### src/design/llc_pkg.sv
// ----------------------------------------------------------------------------
// llc_pkg - shared types and constants of the lead-lag compensator
// Holds the coefficient register map, the reset values and the control word
// that the sequencer passes to the shared multiply-accumulate unit.
// ----------------------------------------------------------------------------
package llc_pkg;

   localparam int COEF_WIDTH     = 32;
   localparam int NUM_REGS       = 6;
   localparam int CSR_ADDR_WIDTH = 5;
   localparam int CSR_DATA_WIDTH = 32;

   typedef enum logic [2:0] {
      REG_LEAD_B0 = 3'd0,
      REG_LEAD_B1 = 3'd1,
      REG_LEAD_A1 = 3'd2,
      REG_LAG_B0  = 3'd3,
      REG_LAG_B1  = 3'd4,
      REG_LAG_A1  = 3'd5
   } reg_index_type;

   // 1.0 in Q16.16
   localparam logic [COEF_WIDTH-1:0] COEF_RESET_B0    = 32'h0001_0000;
   localparam logic [COEF_WIDTH-1:0] COEF_RESET_OTHER = 32'h0000_0000;

   typedef logic [NUM_REGS-1:0][COEF_WIDTH-1:0] coef_array_type;

   typedef struct packed {
      logic issue;   // a product is started this cycle
      logic first;   // product opens a new sum
      logic negate;  // product is subtracted
   } mac_ctl_type;

endpackage

### src/design/lead_lag_iir_compensator_unit.sv
// ----------------------------------------------------------------------------
// lead_lag_iir_compensator_unit - lead section then lag section, first order
// Each section forms b0*x + b1*x_prev - a1*y_prev on one shared multiplier,
// rounds to nearest, shifts by the fraction bits and saturates.
//
//   channel  dir   handshake              payload
//   req      in    req_tvalid/tready      error_sample
//   rsp      out   rsp_tvalid/tready      drive_sample
//   csr      in    psel/penable/pready    six Q16.16 coefficients
//
// per section, three products pass through the one multiplier, a drain step
// empties the product and accumulator registers and a latch step stores the
// section output. a new sample is taken only in the idle state, after the
// previous one has left the lag section.
// reset loads the coefficient defaults and clears the section history.
// a finished sample waits in the output register; the next sample is taken
// meanwhile and holds in its last step until that register frees.
// ----------------------------------------------------------------------------
module lead_lag_iir_compensator_unit #(
   parameter int SAMPLE_WIDTH   = 16,
   parameter int COEF_FRAC_BITS = 16
) (
   input  logic                                  clock,
   input  logic                                  reset,
   // [SAMPLE_WIDTH-1:0] error_sample, zero padded to whole bytes
   input  logic [((SAMPLE_WIDTH+7)/8)*8-1:0]     req_tdata,
   input  logic                                  req_tvalid,
   output logic                                  req_tready,
   // [SAMPLE_WIDTH-1:0] drive_sample, zero padded to whole bytes
   output logic [((SAMPLE_WIDTH+7)/8)*8-1:0]     rsp_tdata,
   output logic                                  rsp_tvalid,
   input  logic                                  rsp_tready,
   input  logic                                  csr_psel,
   input  logic                                  csr_penable,
   input  logic                                  csr_pwrite,
   input  logic [llc_pkg::CSR_ADDR_WIDTH-1:0]    csr_paddr,
   input  logic [llc_pkg::CSR_DATA_WIDTH-1:0]    csr_pwdata,
   output logic [llc_pkg::CSR_DATA_WIDTH-1:0]    csr_prdata,
   output logic                                  csr_pready
);
   import llc_pkg::*;

   localparam int TDATA_W = ((SAMPLE_WIDTH + 7) / 8) * 8;

   typedef enum logic [1:0] {
      ST_IDLE,
      ST_ISSUE,
      ST_DRAIN,
      ST_LATCH
   } state_type;

   typedef enum logic [1:0] {
      STEP_B0,
      STEP_B1,
      STEP_A1
   } step_type;

   state_type                state_ff, state_in;
   step_type                 step_ff, step_in;
   logic                     lag_sec_ff, lag_sec_in;
   logic [SAMPLE_WIDTH-1:0]  cur_x_ff, cur_x_in;
   logic [SAMPLE_WIDTH-1:0]  lead_prev_in_ff, lead_prev_in_in;
   logic [SAMPLE_WIDTH-1:0]  lead_prev_out_ff, lead_prev_out_in;
   logic [SAMPLE_WIDTH-1:0]  lag_prev_in_ff, lag_prev_in_in;
   logic [SAMPLE_WIDTH-1:0]  lag_prev_out_ff, lag_prev_out_in;
   logic [SAMPLE_WIDTH-1:0]  rsp_data_ff, rsp_data_in;
   logic                     rsp_valid_ff, rsp_valid_in;

   coef_array_type           coef;
   mac_ctl_type              mac_ctl;
   logic [COEF_WIDTH-1:0]    coef_op;
   logic [SAMPLE_WIDTH-1:0]  sample_op;
   logic [SAMPLE_WIDTH-1:0]  mac_result;

   llc_csr u_csr (
      .clock       (clock),
      .reset       (reset),
      .csr_psel    (csr_psel),
      .csr_penable (csr_penable),
      .csr_pwrite  (csr_pwrite),
      .csr_paddr   (csr_paddr),
      .csr_pwdata  (csr_pwdata),
      .csr_prdata  (csr_prdata),
      .csr_pready  (csr_pready),
      .coef        (coef)
   );

   llc_mac #(
      .SAMPLE_WIDTH   (SAMPLE_WIDTH),
      .COEF_FRAC_BITS (COEF_FRAC_BITS)
   ) u_mac (
      .clock     (clock),
      .reset     (reset),
      .ctl       (mac_ctl),
      .coef_op   (coef_op),
      .sample_op (sample_op),
      .result    (mac_result)
   );

   assign req_tready = (state_ff == ST_IDLE);
   assign rsp_tvalid = rsp_valid_ff;
   assign rsp_tdata  = TDATA_W'(rsp_data_ff);

   // operand select for the current product
   always_comb begin
      mac_ctl.issue  = (state_ff == ST_ISSUE);
      mac_ctl.first  = (step_ff == STEP_B0);
      mac_ctl.negate = (step_ff == STEP_A1);
      case (step_ff)
         STEP_B0: begin
            coef_op   = lag_sec_ff ? coef[REG_LAG_B0] : coef[REG_LEAD_B0];
            sample_op = cur_x_ff;
         end
         STEP_B1: begin
            coef_op   = lag_sec_ff ? coef[REG_LAG_B1] : coef[REG_LEAD_B1];
            sample_op = lag_sec_ff ? lag_prev_in_ff : lead_prev_in_ff;
         end
         STEP_A1: begin
            coef_op   = lag_sec_ff ? coef[REG_LAG_A1] : coef[REG_LEAD_A1];
            sample_op = lag_sec_ff ? lag_prev_out_ff : lead_prev_out_ff;
         end
         default: begin
            coef_op   = '0;
            sample_op = '0;
         end
      endcase
   end

   always_comb begin
      state_in         = state_ff;
      step_in          = step_ff;
      lag_sec_in       = lag_sec_ff;
      cur_x_in         = cur_x_ff;
      lead_prev_in_in  = lead_prev_in_ff;
      lead_prev_out_in = lead_prev_out_ff;
      lag_prev_in_in   = lag_prev_in_ff;
      lag_prev_out_in  = lag_prev_out_ff;
      rsp_data_in      = rsp_data_ff;
      rsp_valid_in     = rsp_valid_ff && !rsp_tready;

      case (state_ff)
         ST_IDLE: begin
            if (req_tvalid) begin
               cur_x_in   = req_tdata[SAMPLE_WIDTH-1:0];
               lag_sec_in = 1'b0;
               step_in    = STEP_B0;
               state_in   = ST_ISSUE;
            end
         end
         ST_ISSUE: begin
            case (step_ff)
               STEP_B0: step_in = STEP_B1;
               STEP_B1: step_in = STEP_A1;
               default: begin
                  step_in  = STEP_B0;
                  state_in = ST_DRAIN;
               end
            endcase
         end
         ST_DRAIN: begin
            state_in = ST_LATCH;
         end
         ST_LATCH: begin
            if (!lag_sec_ff) begin
               lead_prev_in_in  = cur_x_ff;
               lead_prev_out_in = mac_result;
               cur_x_in         = mac_result;
               lag_sec_in       = 1'b1;
               step_in          = STEP_B0;
               state_in         = ST_ISSUE;
            end else if (!rsp_valid_ff || rsp_tready) begin
               lag_prev_in_in  = cur_x_ff;
               lag_prev_out_in = mac_result;
               rsp_data_in     = mac_result;
               rsp_valid_in    = 1'b1;
               state_in        = ST_IDLE;
            end
         end
         default: begin
            state_in = ST_IDLE;
         end
      endcase
   end

   always_ff @(posedge clock) begin
      cur_x_ff    <= cur_x_in;
      rsp_data_ff <= rsp_data_in;
      if (reset) begin
         state_ff         <= ST_IDLE;
         step_ff          <= STEP_B0;
         lag_sec_ff       <= 1'b0;
         lead_prev_in_ff  <= '0;
         lead_prev_out_ff <= '0;
         lag_prev_in_ff   <= '0;
         lag_prev_out_ff  <= '0;
         rsp_valid_ff     <= 1'b0;
      end else begin
         state_ff         <= state_in;
         step_ff          <= step_in;
         lag_sec_ff       <= lag_sec_in;
         lead_prev_in_ff  <= lead_prev_in_in;
         lead_prev_out_ff <= lead_prev_out_in;
         lag_prev_in_ff   <= lag_prev_in_in;
         lag_prev_out_ff  <= lag_prev_out_in;
         rsp_valid_ff     <= rsp_valid_in;
      end
   end

endmodule

### src/design/llc_csr.sv
// ----------------------------------------------------------------------------
// llc_csr - coefficient register bank
// Six signed Q16.16 coefficients behind a simple APB-style port.
// ----------------------------------------------------------------------------
module llc_csr (
   input  logic                                 clock,
   input  logic                                 reset,
   input  logic                                 csr_psel,
   input  logic                                 csr_penable,
   input  logic                                 csr_pwrite,
   input  logic [llc_pkg::CSR_ADDR_WIDTH-1:0]   csr_paddr,
   input  logic [llc_pkg::CSR_DATA_WIDTH-1:0]   csr_pwdata,
   output logic [llc_pkg::CSR_DATA_WIDTH-1:0]   csr_prdata,
   output logic                                 csr_pready,
   output llc_pkg::coef_array_type              coef
);
   import llc_pkg::*;

   coef_array_type coef_ff;
   coef_array_type coef_in;
   logic [2:0]     reg_idx;
   logic           wr_en;

   assign reg_idx    = csr_paddr[CSR_ADDR_WIDTH-1:2];
   assign wr_en      = csr_psel && csr_penable && csr_pwrite;
   assign csr_pready = 1'b1;
   assign coef       = coef_ff;

   always_comb begin
      coef_in = coef_ff;
      if (wr_en && (reg_idx < 3'(NUM_REGS))) begin
         coef_in[reg_idx] = csr_pwdata;
      end
   end

   always_comb begin
      if (reg_idx < 3'(NUM_REGS)) begin
         csr_prdata = coef_ff[reg_idx];
      end else begin
         csr_prdata = '0;
      end
   end

   always_ff @(posedge clock) begin
      if (reset) begin
         coef_ff[REG_LEAD_B0] <= COEF_RESET_B0;
         coef_ff[REG_LEAD_B1] <= COEF_RESET_OTHER;
         coef_ff[REG_LEAD_A1] <= COEF_RESET_OTHER;
         coef_ff[REG_LAG_B0]  <= COEF_RESET_B0;
         coef_ff[REG_LAG_B1]  <= COEF_RESET_OTHER;
         coef_ff[REG_LAG_A1]  <= COEF_RESET_OTHER;
      end else begin
         coef_ff <= coef_in;
      end
   end

endmodule

### src/design/llc_mac.sv
// ----------------------------------------------------------------------------
// llc_mac - shared multiply-accumulate unit
// One signed coefficient-by-sample multiplier with a registered product,
// followed by a full-width accumulator preloaded with the rounding constant.
// The accumulator output is shifted, and saturated to the sample width.
// ----------------------------------------------------------------------------
module llc_mac #(
   parameter int SAMPLE_WIDTH   = 16,
   parameter int COEF_FRAC_BITS = 16
) (
   input  logic                                clock,
   input  logic                                reset,
   input  llc_pkg::mac_ctl_type                ctl,
   input  logic [llc_pkg::COEF_WIDTH-1:0]      coef_op,
   input  logic [SAMPLE_WIDTH-1:0]             sample_op,
   output logic [SAMPLE_WIDTH-1:0]             result
);
   import llc_pkg::*;

   localparam int PROD_W = COEF_WIDTH + SAMPLE_WIDTH;
   localparam int ACC_W  = PROD_W + 2;
   localparam int HI_W   = ACC_W - SAMPLE_WIDTH + 1;
   localparam logic signed [ACC_W-1:0] ROUND = ACC_W'(1) <<< (COEF_FRAC_BITS - 1);
   localparam logic [SAMPLE_WIDTH-1:0] SAT_MAX = {1'b0, {(SAMPLE_WIDTH-1){1'b1}}};
   localparam logic [SAMPLE_WIDTH-1:0] SAT_MIN = {1'b1, {(SAMPLE_WIDTH-1){1'b0}}};

   logic signed [PROD_W-1:0] prod_ff, prod_in;
   mac_ctl_type              op_ff;
   logic signed [ACC_W-1:0]  acc_ff, acc_in;
   logic signed [ACC_W-1:0]  acc_base;
   logic signed [ACC_W-1:0]  prod_ext;
   logic signed [ACC_W-1:0]  shifted;
   logic [HI_W-1:0]          hi_bits;

   assign prod_in  = $signed(coef_op) * $signed(sample_op);
   assign prod_ext = ACC_W'(prod_ff);
   assign acc_base = op_ff.first ? ROUND : acc_ff;

   always_comb begin
      acc_in = acc_ff;
      if (op_ff.issue) begin
         if (op_ff.negate) begin
            acc_in = acc_base - prod_ext;
         end else begin
            acc_in = acc_base + prod_ext;
         end
      end
   end

   // floor shift, then clamp when the upper bits are not a pure sign extension
   assign shifted = acc_ff >>> COEF_FRAC_BITS;
   assign hi_bits = shifted[ACC_W-1:SAMPLE_WIDTH-1];

   always_comb begin
      if ((hi_bits == '0) || (hi_bits == '1)) begin
         result = shifted[SAMPLE_WIDTH-1:0];
      end else if (shifted[ACC_W-1]) begin
         result = SAT_MIN;
      end else begin
         result = SAT_MAX;
      end
   end

   always_ff @(posedge clock) begin
      prod_ff <= prod_in;
      acc_ff  <= acc_in;
      if (reset) begin
         op_ff <= '0;
      end else begin
         op_ff <= ctl;
      end
   end

endmodule
### config.mk
export PLATFORM = sky130hd
export DESIGN_NAME = lead_lag_iir_compensator_unit
export DESIGN_NICKNAME = d
export VERILOG_FILES = /design/src/design/llc_pkg.sv /design/src/design/lead_lag_iir_compensator_unit.sv /design/src/design/llc_csr.sv /design/src/design/llc_mac.sv
export SDC_FILE = /design/constraint.sdc
export NUM_CORES = 2
export LEC_CHECK = 0
export BUFFER_PORTS_ARGS = -buffer_cell sky130_fd_sc_hd__buf_2
export CAP_MARGIN = 20
export CELL_PAD_IN_SITES_DETAIL_PLACEMENT = 1
export CELL_PAD_IN_SITES_GLOBAL_PLACEMENT = 1
export CORE_MARGIN = 2
export CORE_UTILIZATION = 45
export DETAILED_ROUTE_END_ITERATION = 6
export PLACE_DENSITY_LB_ADDON = 0.1
export SYNTH_ARGS = -nofsm -noshare
export SYNTH_HDL_FRONTEND = slang
export SYNTH_HIERARCHICAL = 1
export SYNTH_SLANG_ARGS = --single-unit
### constraint.sdc
create_clock -name clock -period 15.55 [get_ports clock]
set_input_delay 0 -clock clock [delete_from_list [all_inputs] [get_ports clock]]
set_output_delay 0 -clock clock [all_outputs]
set_load 0.05 [all_outputs]
==> results.py <==
metrics = {
    "run_status": {
        "status": "complete, no violations",
    },
    "drt": {
        "post_drt_via_cell_ratio": 5.541,
        "post-route-drc-count": 0,
        "num_vias": 30880,
        "wirelength_um": 121200,
        "wire_per_inst_um": 21.76,
        "drt.antenna.violating_nets": 0,
        "drt_iter0_drc": 1514,
        "drt_pass1_iterations": 5,
    },
    "yosys": {
        "synth_fp_nets": 5060,
        "synth_fa_ha_area_share_pct": 29.63,
        "synth_top_area_share_pct": 24.33,
        "synth_area_leaders": "fa_1, dfxtp_1, mux2i_1",
        "synth.avg_cell_area_um2": 9.228,
        "synth_compound_area_share_pct": 10.16,
        "synthXorXnorAreaFrac_pct": 3.125,
        "synth_largest_area_cell": "fa_1",
        "synth_cells": 4343,
        "synth_cell_type_count": 78,
        "ys_ff_latch": 395,
        "ys_async_sr_fraction_pct": 0,
        "synth_top_family_by_area": "adder cells",
        "yosysWarnings": 6,
        "synthFlopType": "dfxtp_1",
        "synthMuxAreaShare_pct": 10.51,
        "synth_edf_count": 82,
        "seq_area_frac_synth_pct": 21.78,
        "synth-simple-area-share_pct": 16.27,
        "netlist_area_um2": 40080,
    },
    "grt": {
        "grt_overflow": 0,
        "antenna_found_initial": 1,
        "grt_pass1_wl_um": 190400,
        "grt_usage_pct": 26.57,
        "grt_max_degree": 132,
        "grt_pass1_vias": 33480,
    },
    "worst_setup_path": {
        "crit_fanout": 39,
        "cp-start-kind": "flip-flop",
        "crit_required_ns": 16.05,
        "critical_path_class": "flip-flop to flip-flop",
        "crit_path_frequent_cell": "fa_1",
        "critPathArrivalTime_ns": 9.40,
        "cp_cell_sequence": "nand2b_2 -> buf_4 -> o21ai_0 -> buf_4 -> inv_2 -> nor2_1 -> fa_1 -> fa_1 -> fa_1 -> fa_1 -> fa_1 -> inv_1 -> fa_1 -> inv_1 -> ha_1 -> nand2_1 -> nor2b_1 -> a32oi_1 -> a211oi_1 -> a21oi_1 -> o21a_1 -> o31ai_1 -> a311oi_1 -> xnor2_1",
        "critPathCaptureType": "flip-flop",
        "critPathMaxStageDelay_ns": 0.69,
        "cp_slowest_cell": "dfxtp_1",
    },
    "floorplan": {
        "start_util_pct": 45.35,
        "design.die.area_um2": 91470,
        "die_h_um": 302.4,
        "num_rows": 109,
        "core_area_um2": 88370,
        "top_level_ports": 111,
        "dieWidth_um": 302.4,
    },
    "power_and_ir_drop": {
        "static-leakage-power_nw": 19.73,
        "p_sw_mw": 2.996,
        "p_comb_share_pct": 60.2,
        "peakVddDrop_mv": 0.1581,
        "p_total_mw": 6.335,
        "p_seq_share_pct": 21.9,
        "clockPowerShare_pct": 17.9,
        "cellInternalPower_mw": 3.339,
        "powerDensity_nw_per_um2": 145.1,
        "p_sw_share_pct": 47.29,
    },
    "layout": {
        "num_antenna_cells": 0,
        "multi_input_area_um2": 28050,
        "instances_no_fill": 5572,
        "design_area_um2": 43670,
        "drive_gt1_share_pct": 9.167,
        "nNetsFinal": 5087,
        "area_growth_pct": 8.960,
        "regArea_um2": 8736,
        "fill_cells": 10240,
        "final_util_pct": 49.41,
    },
    "timing": {
        "setup_slack_ns": 6.649,
        "rsz0062_at_grt": "false",
        "setup_viol": 0,
        "tightestPinTransition_ns": 1.055,
        "setup_tns_ns": 0,
        "hold_slack_ns": 0.05833,
        "skew_ns": 0.04377,
        "hold_viol_final": 0,
        "min_period_ns": 8.901,
        "finalCritPeriodShare_pct": 57.24,
        "slew_headroom_pct": 29.64,
        "maxSlewViolCount": 0,
        "fmax_mhz": 112.3,
    },
    "placement": {
        "dp_cells": 5433,
        "pre_cts_ws_ns": 6.588,
        "portBuffers": 107,
        "gp_congestion": 0.8129,
        "post-dp-hpwl_um": 85430,
        "dpl_cell_area_um2": 41580,
    },
    "clocking": {
        "cts-htree-levels": 2,
        "numCtsBuffers": 49,
        "clkTransAtPathRegs_ns": 0.06,
        "postCtsHoldBufs": 50,
        "post_cts_buffers": 0,
        "cts_resized": 0,
        "cts_tree": "done",
        "cts_buffer_depth": 3,
        "cts.sinks": 395,
        "insertion_delay_ns": 0.62,
        "clock-root-buffer": "clkbuf_16",
    },
    "job": {
        "drv_cap": 0,
    },
    "hold_path": {
        "hold_class": "primary input to flip-flop",
    },
}
## metal layers
| layer | global-route usage (%) | part of all wire (%) | wire (um) | vias up |
|---|---|---|---|---|
| met3 | 2.857 | 3.5 | 4290 | 188 |
| met1 | 34.80 | 44 | 53790 | 15930 |
| met4 | 8.410 | 3.0 | 3696 | 2 |
| met2 | 46.12 | 49 | 59450 | 546 |
| li1 | - | - | - | 14210 |
| met5 | 0 | 0.011 | 13 | - |
## worst max-delay path, delay by kind of cell (launching register included)
kind / cells / cell delay [ns]
buf+inv: 5 / 1.61
compound gates: 7 / 2.09
fa+ha+maj: 7 / 3.33
simple gates: 4 / 0.87
flops: 1 / 0.69
xor+xnor: 1 / 0.16
## cells in the mapped netlist, drive strengths merged, types with 6 or more instances
| master | count |
|---|---|
| nand4 | 30 |
| o21bai | 10 |
| edfxtp | 82 |
| a21boi | 6 |
| and3 | 12 |
| clkbuf | 184 |
| nand3 | 48 |
| or3 | 8 |
| a21o | 71 |
| xor2 | 32 |
| a32oi | 15 |
| inv | 588 |
| a211oi | 13 |
| o32ai | 6 |
| nand2b | 238 |
| mux2i | 306 |
| nor3 | 27 |
| and2 | 218 |
| a31oi | 27 |
| dfxtp | 313 |
| o31ai | 8 |
| a311oi | 6 |
| o211ai | 10 |
| a211o | 20 |
| ha | 170 |
| nor2 | 123 |
| buf | 74 |
| o221ai | 42 |
| nand2 | 444 |
| a21oi | 200 |
| o21ai | 112 |
| a221oi | 9 |
| xnor2 | 111 |
| a22oi | 22 |
| or2 | 11 |
| o21a | 21 |
| nor2b | 69 |
| mux2 | 102 |
| nor4 | 17 |
| fa | 487 |
## power groups by stage
stage                     Combinational [mW]  Clock, mW  Sequential, mW
final                                   3.81       1.13            1.39
after global routing                    4.22       1.20            1.41
after CTS                               3.82       1.16            1.39
after detailed placement                3.79          0            1.41
after global placement                  3.72          0            1.41
after floorplan                         2.69          0            1.37
## worst paths after layout
| kind | startpoint | endpoint | slack [ns] | cells past startpoint |
|---|---|---|---|---|
| setup reg to reg | step_ff[1] | u_mac/prod_ff[47] | 6.65 | 24 |
| hold reg to reg | lead_prev_in_ff[15] | lead_prev_in_ff[15] | 0.45 | 2 |
| hold / removal | rsp_tready | state_ff[0] | 0.06 | 4 |
| setup / recovery | step_ff[1] | u_mac/prod_ff[47] | 6.65 | 24 |
## final cells by class
class                      count  area share, %
multi-input combinational   3102          64.24
sequential                   395          20.00
inverter                     588          5.054
timing repair buffer         234          3.753
clock buffer                  76          3.389
tap                         1165          3.338
clock inverter                12         0.2178
## cells in the final DEF, fill, tap and decap left out, types with 51 or more instances in the layout
cell type | netlist | final
a21o_1 | 71 | 71
a21oi_1 | 199 | 199
and2_1 | 218 | 216
buf_2 | 32 | 105
buf_4 | 20 | 76
clkbuf_16 | 0 | 51
dfxtp_1 | 313 | 309
edfxtp_1 | 82 | 82
fa_1 | 487 | 487
ha_1 | 170 | 170
inv_1 | 587 | 587
mux2_2 | 88 | 88
mux2i_1 | 306 | 306
nand2_1 | 438 | 438
nand2b_1 | 238 | 234
nor2_1 | 123 | 122
nor2b_1 | 69 | 66
o21ai_0 | 108 | 93
xnor2_1 | 111 | 111
## cell families after synthesis
logic type	count (synthesis)
and+or+nand+nor	1265
buffers and inverters	846
adders and majority gates	657
AOI/OAI and AO/OA	628
muxes	408
DFF	395
xor gates and xnor gates	143
other	1
## state kept, by name, summed over array words and instances, names as in the netlist, 3 cells and up
name / flops
lead_prev_in_ff: 16
rsp_tdata: 16
lag_prev_in_ff: 16
lag_prev_out_ff: 16
lead_prev_out_ff: 16
u_mac/prod_ff: 48
u_csr/coef: 192
u_mac/op_ff: 3
cur_x_ff: 16
u_mac/acc_ff: 50
No activity file was read; power rests on OpenSTA's default activity.
